==> config.mk <==
export PLATFORM = sky130hd
export DESIGN_NAME = tick_task_dispatcher_core
export DESIGN_NICKNAME = d
export VERILOG_FILES = /design/src/sv/ttd_pkg.sv /design/src/sv/tick_task_dispatcher_core.sv
export SDC_FILE = /design/constraint.sdc
export NUM_CORES = 1
export LEC_CHECK = 0
export BUFFER_PORTS_ARGS = -buffer_cell sky130_fd_sc_hd__buf_2
export CAP_MARGIN = 20
export CORE_MARGIN = 2
export CORE_UTILIZATION = 40
export CTS_BUF_LIST = sky130_fd_sc_hd__clkbuf_16
export DETAILED_ROUTE_END_ITERATION = 10
export GPL_TIMING_DRIVEN = 0
export SKIP_LAST_GASP = 1
export SLEW_MARGIN = 20
export SYNTH_ARGS = -nofsm -noshare
export SYNTH_HDL_FRONTEND = slang
export SYNTH_SLANG_ARGS = --single-unit
==> constraint.sdc <==
create_clock -name clk -period 12.75 [get_ports clk]
set_input_delay 1.9125 -clock clk [delete_from_list [all_inputs] [get_ports clk]]
set_output_delay 1.9125 -clock clk [all_outputs]
set_load 0.005 [all_outputs]
==> src/sv/ttd_pkg.sv <==
package ttd_pkg;

  // request codes
  localparam logic [1:0] REQ_ATTACH = 2'd0;
  localparam logic [1:0] REQ_TICK   = 2'd1;
  localparam logic [1:0] REQ_TOGGLE = 2'd2;

  // task kinds
  localparam logic [1:0] KIND_ALWAYS   = 2'd0;
  localparam logic [1:0] KIND_PERIODIC = 2'd1;
  localparam logic [1:0] KIND_ONESHOT  = 2'd2;

  // result codes
  localparam logic [2:0] RES_ATTACHED = 3'd0;
  localparam logic [2:0] RES_FULL     = 3'd1;
  localparam logic [2:0] RES_DISPATCH = 3'd2;
  localparam logic [2:0] RES_QUIET    = 3'd3;
  localparam logic [2:0] RES_TOGGLED  = 3'd4;
  localparam logic [2:0] RES_NOSUCH   = 3'd5;

  // dispatches reported per tick
  localparam logic [3:0] MAX_REPORT = 4'd8;

  typedef struct packed {
    logic [7:0]  handle;
    logic [1:0]  kind;
    logic        active;
    logic [7:0]  priority_lvl;
    logic [15:0] interval;
    logic [15:0] counter;
  } slot_t;

endpackage

==> src/sv/tick_task_dispatcher_core.sv <==
// attach compares occupied entries from the last one down, then writes the new entry;
// tick visits each occupied slot; an unknown request gives no result
// throughput: one transaction at a time, each entry visited once a cycle through the
// single read/modify/write port pair of the slot memory; a stalled result adds its wait
// reset: sequencer, task count and output valid cleared; slot memory keeps its
// contents, entries are only read once an attach has written them
module tick_task_dispatcher_core #(
  parameter int SLOTS = 8
) (
  input  logic        clk,
  input  logic        rst_n,
  input  logic        in_valid,
  output logic        in_ready,
  input  logic [1:0]  in_req_type,
  input  logic [7:0]  in_task_handle,
  input  logic [1:0]  in_task_kind,
  input  logic        in_start_active,
  input  logic [7:0]  in_task_priority,
  input  logic [15:0] in_tick_interval,
  input  logic [2:0]  in_toggle_id,
  output logic        out_valid,
  input  logic        out_ready,
  output logic [2:0]  out_result_kind,
  output logic [2:0]  out_slot_id,
  output logic [7:0]  out_dispatched_handle,
  output logic        out_last_result
);
  import ttd_pkg::*;

  localparam int IW = (SLOTS > 1) ? $clog2(SLOTS) : 1;
  localparam int CW = $clog2(SLOTS + 1);
  localparam int XW = (CW > 3) ? CW : 3;

  // sequencer states
  localparam logic [2:0] S_IDLE    = 3'd0;
  localparam logic [2:0] S_ATT_CHK = 3'd1;
  localparam logic [2:0] S_ATT_WR  = 3'd2;
  localparam logic [2:0] S_TK_CHK  = 3'd3;
  localparam logic [2:0] S_TK_END  = 3'd4;
  localparam logic [2:0] S_TG_CHK  = 3'd5;
  localparam logic [2:0] S_REPLY   = 3'd6;

  // slot table, one entry per task id, kept in priority order
  slot_t   mem [SLOTS];
  slot_t   rd_q;
  logic          mem_we, mem_re;
  logic [IW-1:0] mem_wa, mem_ra;
  slot_t         mem_wd;

  always_ff @(posedge clk) begin
    if (mem_we) begin
      mem[mem_wa] <= mem_wd;
    end
    if (mem_re) begin
      rd_q <= mem[mem_ra];
    end
  end

  // control state
  logic [2:0]    state_r, state_nxt;
  logic [CW-1:0] cnt_r, cnt_nxt;
  logic [IW-1:0] idx_r, idx_nxt;
  logic [IW-1:0] pos_r, pos_nxt;
  logic          held_v_r, held_v_nxt;
  logic [3:0]    nd_r, nd_nxt;

  // latched request and pending results
  slot_t         rq_r, rq_nxt;
  logic [2:0]    rep_kind_r, rep_kind_nxt;
  logic [2:0]    rep_id_r, rep_id_nxt;
  logic [2:0]    held_id_r, held_id_nxt;
  logic [7:0]    held_handle_r, held_handle_nxt;

  // output register
  logic          out_valid_r;
  logic [2:0]    out_kind_r, out_id_r;
  logic [7:0]    out_handle_r;
  logic          out_last_r;

  logic          push;
  logic [2:0]    push_kind, push_id;
  logic [7:0]    push_handle;
  logic          push_last;
  logic          out_free;

  // tick helpers
  slot_t         upd;
  logic [16:0]   cnt_inc;
  logic          disp, rep_ok, stall;
  logic [CW-1:0] next_idx;
  logic [IW-1:0] tg_idx;

  assign out_free = !out_valid_r || out_ready;
  assign in_ready = (state_r == S_IDLE);
  assign tg_idx   = IW'(in_toggle_id);
  assign next_idx = CW'(idx_r) + CW'(1);

  // per-slot update of a tick pass
  always_comb begin
    upd     = rd_q;
    cnt_inc = {1'b0, rd_q.counter} + 17'd1;
    unique case (rd_q.kind)
      KIND_ONESHOT: begin
        upd.active  = 1'b0;
        upd.counter = '0;
      end
      KIND_ALWAYS: begin
        upd.counter = '0;
      end
      KIND_PERIODIC: begin
        // wraps once the count passes the interval
        upd.counter = (cnt_inc > {1'b0, rd_q.interval}) ? '0 : cnt_inc[15:0];
      end
      default: begin
        upd = rd_q;
      end
    endcase
    disp   = rd_q.active && (rd_q.counter == '0);
    rep_ok = disp && (nd_r < MAX_REPORT);
    // a new dispatch must first push the held one out
    stall  = rep_ok && held_v_r && !out_free;
  end

  always_comb begin
    state_nxt       = state_r;
    cnt_nxt         = cnt_r;
    idx_nxt         = idx_r;
    pos_nxt         = pos_r;
    held_v_nxt      = held_v_r;
    nd_nxt          = nd_r;
    rq_nxt          = rq_r;
    rep_kind_nxt    = rep_kind_r;
    rep_id_nxt      = rep_id_r;
    held_id_nxt     = held_id_r;
    held_handle_nxt = held_handle_r;
    mem_we          = 1'b0;
    mem_wa          = idx_r;
    mem_wd          = rd_q;
    mem_re          = 1'b0;
    mem_ra          = idx_r;
    push            = 1'b0;
    push_kind       = RES_QUIET;
    push_id         = '0;
    push_handle     = '0;
    push_last       = 1'b1;

    unique case (state_r)
      S_IDLE: begin
        if (in_valid) begin
          rq_nxt.handle       = in_task_handle;
          rq_nxt.kind         = in_task_kind;
          rq_nxt.active       = in_start_active;
          rq_nxt.priority_lvl = in_task_priority;
          rq_nxt.interval     = in_tick_interval;
          rq_nxt.counter      = '0;
          unique case (in_req_type)
            REQ_ATTACH: begin
              if (cnt_r == CW'(SLOTS)) begin
                rep_kind_nxt = RES_FULL;
                rep_id_nxt   = '0;
                state_nxt    = S_REPLY;
              end else if (cnt_r == '0) begin
                pos_nxt   = '0;
                state_nxt = S_ATT_WR;
              end else begin
                // scan down from the last occupied slot
                mem_re    = 1'b1;
                mem_ra    = IW'(cnt_r - CW'(1));
                idx_nxt   = IW'(cnt_r - CW'(1));
                state_nxt = S_ATT_CHK;
              end
            end
            REQ_TICK: begin
              held_v_nxt = 1'b0;
              nd_nxt     = '0;
              if (cnt_r == '0) begin
                state_nxt = S_TK_END;
              end else begin
                mem_re    = 1'b1;
                mem_ra    = '0;
                idx_nxt   = '0;
                state_nxt = S_TK_CHK;
              end
            end
            REQ_TOGGLE: begin
              if (XW'(in_toggle_id) < XW'(cnt_r)) begin
                mem_re    = 1'b1;
                mem_ra    = tg_idx;
                idx_nxt   = tg_idx;
                state_nxt = S_TG_CHK;
              end else begin
                rep_kind_nxt = RES_NOSUCH;
                rep_id_nxt   = in_toggle_id;
                state_nxt    = S_REPLY;
              end
            end
            default: begin
              state_nxt = S_IDLE;
            end
          endcase
        end
      end

      S_ATT_CHK: begin
        if (rd_q.priority_lvl >= rq_r.priority_lvl) begin
          // equal or lower urgency moves up one slot
          mem_we = 1'b1;
          mem_wa = idx_r + IW'(1);
          mem_wd = rd_q;
          if (idx_r == '0) begin
            pos_nxt   = '0;
            state_nxt = S_ATT_WR;
          end else begin
            mem_re  = 1'b1;
            mem_ra  = idx_r - IW'(1);
            idx_nxt = idx_r - IW'(1);
          end
        end else begin
          pos_nxt   = idx_r + IW'(1);
          state_nxt = S_ATT_WR;
        end
      end

      S_ATT_WR: begin
        if (out_free) begin
          mem_we    = 1'b1;
          mem_wa    = pos_r;
          mem_wd    = rq_r;
          cnt_nxt   = cnt_r + CW'(1);
          push      = 1'b1;
          push_kind = RES_ATTACHED;
          push_id   = 3'(pos_r);
          state_nxt = S_IDLE;
        end
      end

      S_TG_CHK: begin
        if (out_free) begin
          mem_we        = 1'b1;
          mem_wa        = idx_r;
          mem_wd        = rd_q;
          mem_wd.active = !rd_q.active;
          push          = 1'b1;
          push_kind     = RES_TOGGLED;
          push_id       = 3'(idx_r);
          state_nxt     = S_IDLE;
        end
      end

      S_REPLY: begin
        if (out_free) begin
          push      = 1'b1;
          push_kind = rep_kind_r;
          push_id   = rep_id_r;
          state_nxt = S_IDLE;
        end
      end

      S_TK_CHK: begin
        if (!stall) begin
          if (rd_q.active) begin
            mem_we = 1'b1;
            mem_wa = idx_r;
            mem_wd = upd;
          end
          if (rep_ok) begin
            // the last dispatch of a pass is held back until the pass ends
            if (held_v_r) begin
              push        = 1'b1;
              push_kind   = RES_DISPATCH;
              push_id     = held_id_r;
              push_handle = held_handle_r;
              push_last   = 1'b0;
            end
            held_v_nxt      = 1'b1;
            held_id_nxt     = 3'(idx_r);
            held_handle_nxt = rd_q.handle;
            nd_nxt          = nd_r + 4'd1;
          end
          if (next_idx < cnt_r) begin
            mem_re  = 1'b1;
            mem_ra  = idx_r + IW'(1);
            idx_nxt = idx_r + IW'(1);
          end else begin
            state_nxt = S_TK_END;
          end
        end
      end

      S_TK_END: begin
        if (out_free) begin
          push = 1'b1;
          if (held_v_r) begin
            push_kind   = RES_DISPATCH;
            push_id     = held_id_r;
            push_handle = held_handle_r;
          end else begin
            push_kind = RES_QUIET;
          end
          push_last  = 1'b1;
          held_v_nxt = 1'b0;
          state_nxt  = S_IDLE;
        end
      end

      default: begin
        state_nxt = S_IDLE;
      end
    endcase
  end

  always_ff @(posedge clk) begin
    if (!rst_n) begin
      state_r     <= S_IDLE;
      cnt_r       <= '0;
      idx_r       <= '0;
      pos_r       <= '0;
      held_v_r    <= 1'b0;
      nd_r        <= '0;
      out_valid_r <= 1'b0;
    end else begin
      state_r  <= state_nxt;
      cnt_r    <= cnt_nxt;
      idx_r    <= idx_nxt;
      pos_r    <= pos_nxt;
      held_v_r <= held_v_nxt;
      nd_r     <= nd_nxt;
      if (push) begin
        out_valid_r <= 1'b1;
      end else if (out_ready) begin
        out_valid_r <= 1'b0;
      end
    end
  end

  // payload registers
  always_ff @(posedge clk) begin
    rq_r          <= rq_nxt;
    rep_kind_r    <= rep_kind_nxt;
    rep_id_r      <= rep_id_nxt;
    held_id_r     <= held_id_nxt;
    held_handle_r <= held_handle_nxt;
    if (push) begin
      out_kind_r   <= push_kind;
      out_id_r     <= push_id;
      out_handle_r <= push_handle;
      out_last_r   <= push_last;
    end
  end

  assign out_valid             = out_valid_r;
  assign out_result_kind       = out_kind_r;
  assign out_slot_id           = out_id_r;
  assign out_dispatched_handle = out_handle_r;
  assign out_last_result       = out_last_r;

endmodule

==> results of run 1 <==
## cell families after synthesis
kind of cell | after synthesis | share of synthesized area [%]
AO/OA/AOI/OAI | 657 | 20.7
flip-flops | 543 | 67.5
AND/OR/NAND/NOR | 272 | 5.86
buffers and inverters | 175 | 3.12
adder cells (fa/ha/maj) | 38 | 1.99
XOR/XNOR | 13 | 0.477
multiplexers | 8 | 0.361
## synthesized netlist by cell type, types with 6 or more instances
cell type and n:
buf_2 46, clkbuf_1 78, ha_1 38, nor2b_1 18, mux2i_1 6, a2111oi_0 10, nand3_1 23, nor3_1 8
a21oi_1 122, a31o_2 150, inv_1 37, a31o_1 50, o221ai_1 51, and2_1 20, buf_4 8, and3_1 12
nand2_1 104, o21ai_0 38, nand2b_1 25, edfxtp_1 524, a22oi_1 6, dfxtp_1 19, xnor2_1 12, nor2_1 27
a22o_1 9, a21boi_0 104, o21a_1 7, a21o_1 11, o31ai_1 52
## sequential cells by signal (all words and copies together) (netlist names), 4 cells and up
signal	count
cnt_r	4
held_handle_r	8
mem	408
nd_r	4
out_dispatched_handle	8
rd_q	51
rq_r	35
## critical path, cell delays in order
cell	delay, ps
buf_2	140
nor4b_4	720
nand2b_1	270
nor4_1	670
or2_2	300
a21oi_2	90
clkbuf_1	390
buf_2	370
a31o_1	260
o221ai_1	260
o31ai_1	130
## worst max path at each step
stage | to | start
2_1_floorplan | mem[2][0] | out_ready
3_3_place_gp | mem[2][2] | out_ready
3_5_place_dp | mem[0][45] | out_ready
4_1_cts | rd_q[45] | in_valid
5_1_grt | mem[0][45] | out_ready
6_report | rd_q[25] | in_valid
## layout by cell type (no fill, tap or decap), types with 12 or more instances in the layout
master and n:
clkinv_1 13, a31o_2 150, o21ai_0 37, a21boi_0 104, ha_1 38, a31o_1 50
buf_2 105, xnor2_1 12, nand3_1 23, o31ai_1 52, edfxtp_1 524, inv_1 47
nand2_1 104, nor2_1 23, buf_16 12, o221ai_1 51, buf_4 34, nand2b_1 25
and2_1 20, clkbuf_1 78, nor2b_1 18, and3_1 12, clkbuf_16 55, a21oi_1 122
dfxtp_1 19
## per-layer routing
metal  GRT usage, %  share of wire [%]
met1           31.4                 42
met5              0                  0
met3           3.86                8.1
met2           35.5                 46
met4           7.83                3.5
## through the flow
step                util (%)  cell area, sq um  power, mW
finish                  46.7             27600       4.60
global route            46.7             27600       4.76
CTS                     46.7             27600       4.62
detailed placement      43.8             25900       3.06
global placement        42.6             25100       3.01
floorplan                  -             23900       2.72
## report_power, final
part | total (mW) | internal (mW) | leakage, nW | switching, mW
Combinational | 0.827 | 0.281 | 3.47 | 0.546
Clock | 1.56 | 0.868 | 0.889 | 0.694
Sequential | 2.21 | 2.17 | 4.92 | 0.0392
Total | 4.60 | 3.32 | 9.27 | 1.28
## layout make-up
type	count	area share [%]
flip-flops and latches	543	58.4
multi-input cells	988	25.7
clock buffers	55	4.99
well taps	773	3.51
repair buffers	106	3.41
plain buffers	137	2.18
clock inverters	45	1.24
inverters	38	0.526
==> summary.md, run 1 <==
| Metric | Value |
|---|---|
| H-tree levels | `2` |
| Final ANT Viol Nets | `0` |
| Initial DRC Count | `1783` |
| Post-Layout Cell Count | `between 2k and 3k` |
| Largest net degree at the start of global routing | `43` |
| Nets | `1951` |
| VDD IR max | `0.000117 V` |
| Total negative slack | `0 ps` |
| DR vias | `between 15k and 20k` |
| Main synth FF type | `edfxtp_1` |
| Cells after DPL | `between 2k and 3k` |
| Worst r2r src | `rq_r[32]` |
| CP endpoint kind | `register` |
| Register area share after synthesis | `67.5%` |
| First-pass iteration count of the detailed router | `6` |
| Gr usage total | `around 22%` |
| Worst R2R Setup Slack | `slightly below 8000 ps` |
| CTS sink count | `between 500 and 600` |
| CP arrival | `~5500 ps` |
| Syn Area/Cell | `14.0 sq um` |
| Fin crit period | `approximately 5200 ps` |
| Routed WL | `around 70 mm` |
| Reg area | `approximately 16000 sq um` |
| Hold depth | `0` |
| Worst hold endpoint | `held_id_r[0]` |
| Post-cts resize count | `0` |
| I/O pins | `61` |
| Netlist cell types | `between 70 and 80` |
| Layout cells sized above 1 | `a little over a fifth` |
| Final setup margin | `~7600 ps` |
| Crit share post-route | `40.6%` |
| Worst-path fanout max | `12` |
| Post-Synthesis Cell Area | `approximately 24000 sq um` |
| CTS root buf | `clkbuf_16` |
| Hold Slack | `~460 ps` |
| Synthesized flop and latch total | `543` |
| Worst min path class | `reg2reg` |
| Die area | `approximately 60000 sq um` |
| Grt total ovfl | `0` |
| Share of the synthesized area in the top cell type | `about two thirds` |
| Number of max-cap violations | `0` |
| Initial core utilization | `about two fifths` |
| Core Area | `slightly below 60000 sq um` |
| Port Buffers | `59` |
| Dpl hpwl | `47.4 mm` |
| Die Height | `between 200 and 250 um` |
| CP startpoint kind | `input pin` |
| Dpl ws | `between 6000 and 7000 ps` |
| Async set-reset flop share out of synthesis | `0%` |
| Vias in the first global route | `about 16k` |
| Clk_skew | `18.8 ps` |
| GPL Wtd Cong | `just over 0.9` |
| Area contributors post-synth | `edfxtp_1 66%, a31o_2 5.5%, a21boi_0 3.3%` |
| Layout fillers | `roughly 5.2k` |
| Hold Startpoint | `idx_r[0]` |
| Drt drc | `0` |
| Required time worst endpoint | `between 10000 and 15000 ps` |
| Antenna violations before repair | `0` |
| P_leak | `9.27 nW` |
| RSZ-0062 raised after global routing | `no` |
| Clk_lat worst skew | `630 ps` |
| CTS max path bufs | `3` |
| FMAX | `approximately 190 MHz` |
| Post-CTS Repair Setup Buffers | `0` |
| Area of the multi-input gates | `between 7000 and 8000 sq um` |
| Clk pin slew, worst setup/hold paths | `60 ps` |
| Area Overhead vs Synth | `15.5%` |
| Slew Limit Headroom | `a little over a quarter` |
| Worst r2r path cells | `13` |
| Measured slew at the worst slew-check pin | `1090 ps` |
| Synth warn | `0` |
| Die Wd | `~250 um` |
| First-pass GRT wire length | `102 mm` |
| Avg WL per Cell | `between 20 and 30 um` |
| Clock buffer count from CTS | `between 50 and 60` |
| Outcome | `finished, final reports clean` |
| Fin. Hold Viols | `0` |
| Syn nets | `between 1.5k and 2k` |
| Worst r2r dst | `mem[0][45]` |
| PD cells | `about 170 nW/um^2` |
| Leading area contributor after synthesis | `edfxtp_1` |
| Antenna diode count | `0` |
| Post-synth EDFFs | `524` |
| Max Slew Vio Count | `0` |
| Syn Inst Count | `~1.7k` |
| Finish-stage setup viols | `0` |
| CTS tree | `built` |
| Site row count | `between 80 and 90` |
| Hold buffers post-CTS | `0` |
| Critical path type | `in2reg` |
| DR vias/cell | `6.02` |
No activity file was read; power rests on OpenSTA's default activity.
==> run 2, diff against run 1 <==
Settings changed: ABC_AREA from default to 1.
Clock period 12.75 ns to 4.9 ns, I/O delays scaled along.
==> run 2 against run 1 <==
Synthesized cell count increased by 53%. Die area up 7.1%. Non-clock buffer count shrank 18. Global-route usage is 0.18 points lower. Final cell count grew 36%. Sequential cell count is the same. Via count increased by 17%. Core utilization is 0.23 points lower. Setup slack got worse by 6900 ps. Total power grew to 2.9 times the previous value. Largest cell class unchanged. Highest routed layer unchanged.
==> summary.md, run 2 <==
| Metric | Value |
|---|---|
| Compound-gate portion of the synthesized area | `2.15%` |
| Outcome | `finished, final reports clean` |
| Site row count | `92` |
| Required time worst endpoint | `about 5300 ps` |
| DR vias/cell | `slightly above 5` |
| GPL Wtd Cong | `0.921` |
| DR vias | `18.9k` |
| Drt drc | `0` |
| Clk_skew | `24.1 ps` |
| Crit share post-route | `between 80 and 90%` |
| Number of max-cap violations | `0` |
| Sw Share | `about a third` |
| Share of the synthesized area in the top cell type | `between 60% and 70%` |
| Layout fillers | `around 5.8k` |
| H-tree levels | `2` |
| Fin crit period | `about 4200 ps` |
| Antenna violations before repair | `0` |
| Cell-internal power | `between 9 and 10 mW` |
| RSZ-0062 raised after global routing | `no` |
| Total negative slack | `0 ps` |
| Grt total ovfl | `0` |
| I/O pins | `a little over 60` |
| List of most frequent post-synthesis cells | `696 x nand2_1, 524 x edfxtp_1, 507 x inv_1` |
| Nets | `between 2k and 3k` |
| CTS sink count | `approximately 540` |
| First-pass iteration count of the detailed router | `6` |
| Syn nets | `2693` |
| Worst-path fanout max | `10` |
| Final ANT Viol Nets | `0` |
| Routed WL | `73.9 mm` |
| Core Area | `roughly 63000 sq um` |
| Biggest regs | `mem x408, rd_q x51, rq_r x35` |
| Leading area contributor after synthesis | `edfxtp_1` |
| Commonest non-fill, non-tap cell in the layout | `nand2_1` |
| Area post-placement | `around 28000 sq um` |
| Post-Synthesis Cell Area | `25600 sq um` |
| Final core utilization | `between 40% and 50%` |
| Synth warn | `0` |
| CP startpoint kind | `register` |
| CTS root buf | `clkbuf_16` |
| Max reg flops | `between 400 and 500` |
| Area contributors post-synth | `edfxtp_1 61%, nand2_1 10%, inv_1 7.4%` |
| Syn Inst Count | `~2.6k` |
| Synth Area in XOR/XNOR | `0.547%` |
| Critical path type | `reg2reg` |
| Clock power share | `between 20% and 30%` |
| Die Height | `between 200 and 300 um` |
| Port Buffers | `60` |
| Die area | `~66000 sq um` |
| Max Slew Vio Count | `0` |
| Clock buffer count from CTS | `55` |
| Area of the multi-input gates | `around 7000 sq um` |
| CP arrival | `4580 ps` |
| First-pass GRT wire length | `112 mm` |
| PD cells | `~460 nW/um^2` |
| FMAX | `237 MHz` |
| Main synth FF type | `edfxtp_1` |
| Layout cells sized above 1 | `about a tenth` |
| Dpl hpwl | `~50 mm` |
| Async set-reset flop share out of synthesis | `0%` |
| Final cell area excluding filler cells | `~29000 sq um` |
| Fin. Hold Viols | `0` |
| Post-synthesis mux area share | `0%` |
| Register area share after synthesis | `between 60% and 70%` |
| Sequential Power Share | `approximately 45%` |
| Hold buffers post-CTS | `0` |
| Area Overhead vs Synth | `14.7%` |
| Most frequent cells in the layout | `696 x nand2_1, 524 x edfxtp_1, 514 x inv_1, 248 x nand3_1, 218 x nand4_1` |
| CTS max path bufs | `3` |
| CP endpoint kind | `register` |
| Largest family of logic cells by synthesized area | `simple AND/OR/NAND/NOR gates` |
| Dpl ws | `approximately 210 ps` |
| CTS tree | `built` |
| Adder-cell area share of the yosys netlist | `approximately 1.9%` |
| Reg area | `between 15000 and 20000 sq um` |
| Avg WL per Cell | `a little over 20 um` |
| Post-cts resize count | `0` |
| Slew Limit Headroom | `32.8%` |
| Simple-Gate Fraction of Synth Area | `between 20 and 25%` |
| Final Total Pwr | `roughly 13 mW` |
| Vias in the first global route | `~19k` |
| Largest net degree at the start of global routing | `29` |
| Initial DRC Count | `a little over 2k` |
| Post-CTS Repair Setup Buffers | `0` |
| Hold Slack | `roughly 290 ps` |
| Die Wd | `about 260 um` |
| Netlist cell types | `between 40 and 50` |
| VDD IR max | `around 0.00030 V` |
| Net Sw Power | `4.38 mW` |
| Syn Area/Cell | `just under 10 sq um` |
| Post-synth EDFFs | `roughly 520` |
| Clk_lat worst skew | `630 ps` |
| Synthesized flop and latch total | `approximately 540` |
| Comb pwr share | `~25%` |
| P_leak | `between 10 and 15 nW` |
| Final setup margin | `around 680 ps` |
| Post-Layout Cell Count | `between 3k and 4k` |
| Clk pin slew, worst setup/hold paths | `~60 ps` |
| Initial core utilization | `40.5%` |
| Top-count cell post-synth | `nand2_1` |
| Antenna diode count | `0` |
| Worst min path class | `in2reg` |
| Gr usage total | `about 22%` |
| Measured slew at the worst slew-check pin | `between 900 and 1000 ps` |
| Finish-stage setup viols | `0` |
| Cells after DPL | `approximately 3.5k` |
| Reg with most FFs | `mem` |
[run 2: power by group through the flow]
stage | Sequential (mW) | Combinational (mW) | Clock [mW]
finish | 6.03 | 3.39 | 4.02
detailed placement | 6.13 | 3.34 | 0
global route | 6.07 | 3.72 | 4.26
CTS | 6.04 | 3.36 | 4.09
floorplan | 6.11 | 2.01 | 0
global placement | 6.16 | 3.14 | 0
[run 2: logic make-up (layout without fill, tap and decap cells)]
group / after synthesis / count (layout)
fa+ha+maj: 38 / 38
flops: 543 / 543
xor+xnor: 16 / 16
compound gates: 99 / 99
simple gates: 1266 / 1266
buf+inv: 649 / 838
[run 2: worst max-delay path, stage by stage (launching register included)]
cell      delay, ps
dfxtp_1         490
inv_1           240
ha_1            450
ha_1            300
nand2_1          70
nand2_1          50
nand3_1          60
nand2_1         100
nor2_2          190
nand2_2         150
nand4_4         270
clkbuf_1        670
buf_2           370
nand4_1         190
nand3_1         130
nand2_1          80
nand2_1          70
nand2_1          80
[run 2: final timing paths]
path	from	to	slack, ps	cells after the start
setup reg to reg	idx_r[0]	rd_q[11]	680	17
hold / removal	in_tick_interval[14]	rq_r[30]	290	1
setup / recovery	idx_r[0]	rd_q[11]	680	17
hold reg to reg	idx_r[2]	held_id_r[2]	450	0
[run 2: per-layer routing]
| metal | track usage (%) | share of wire [%] | vias up |
|---|---|---|---|
| li1 | - | - | 8970 |
| met1 | 29.3 | 42 | 9112 |
| met2 | 37.1 | 48 | 707 |
| met3 | 2.81 | 6.1 | 158 |
| met4 | 9.74 | 4.0 | 0 |
| met5 | 0 | 0 | - |
[run 2: area by class of cell]
cell class              instances  share of cell area (%)
flip-flops and latches        543                    54.8
multi-input cells            1419                    23.8
inverters                     512                    6.54
clock buffers                  56                    4.77
well taps                     846                    3.60
repair buffers                 88                    3.13
plain buffers                 137                    2.31
clock inverters                45                    1.04
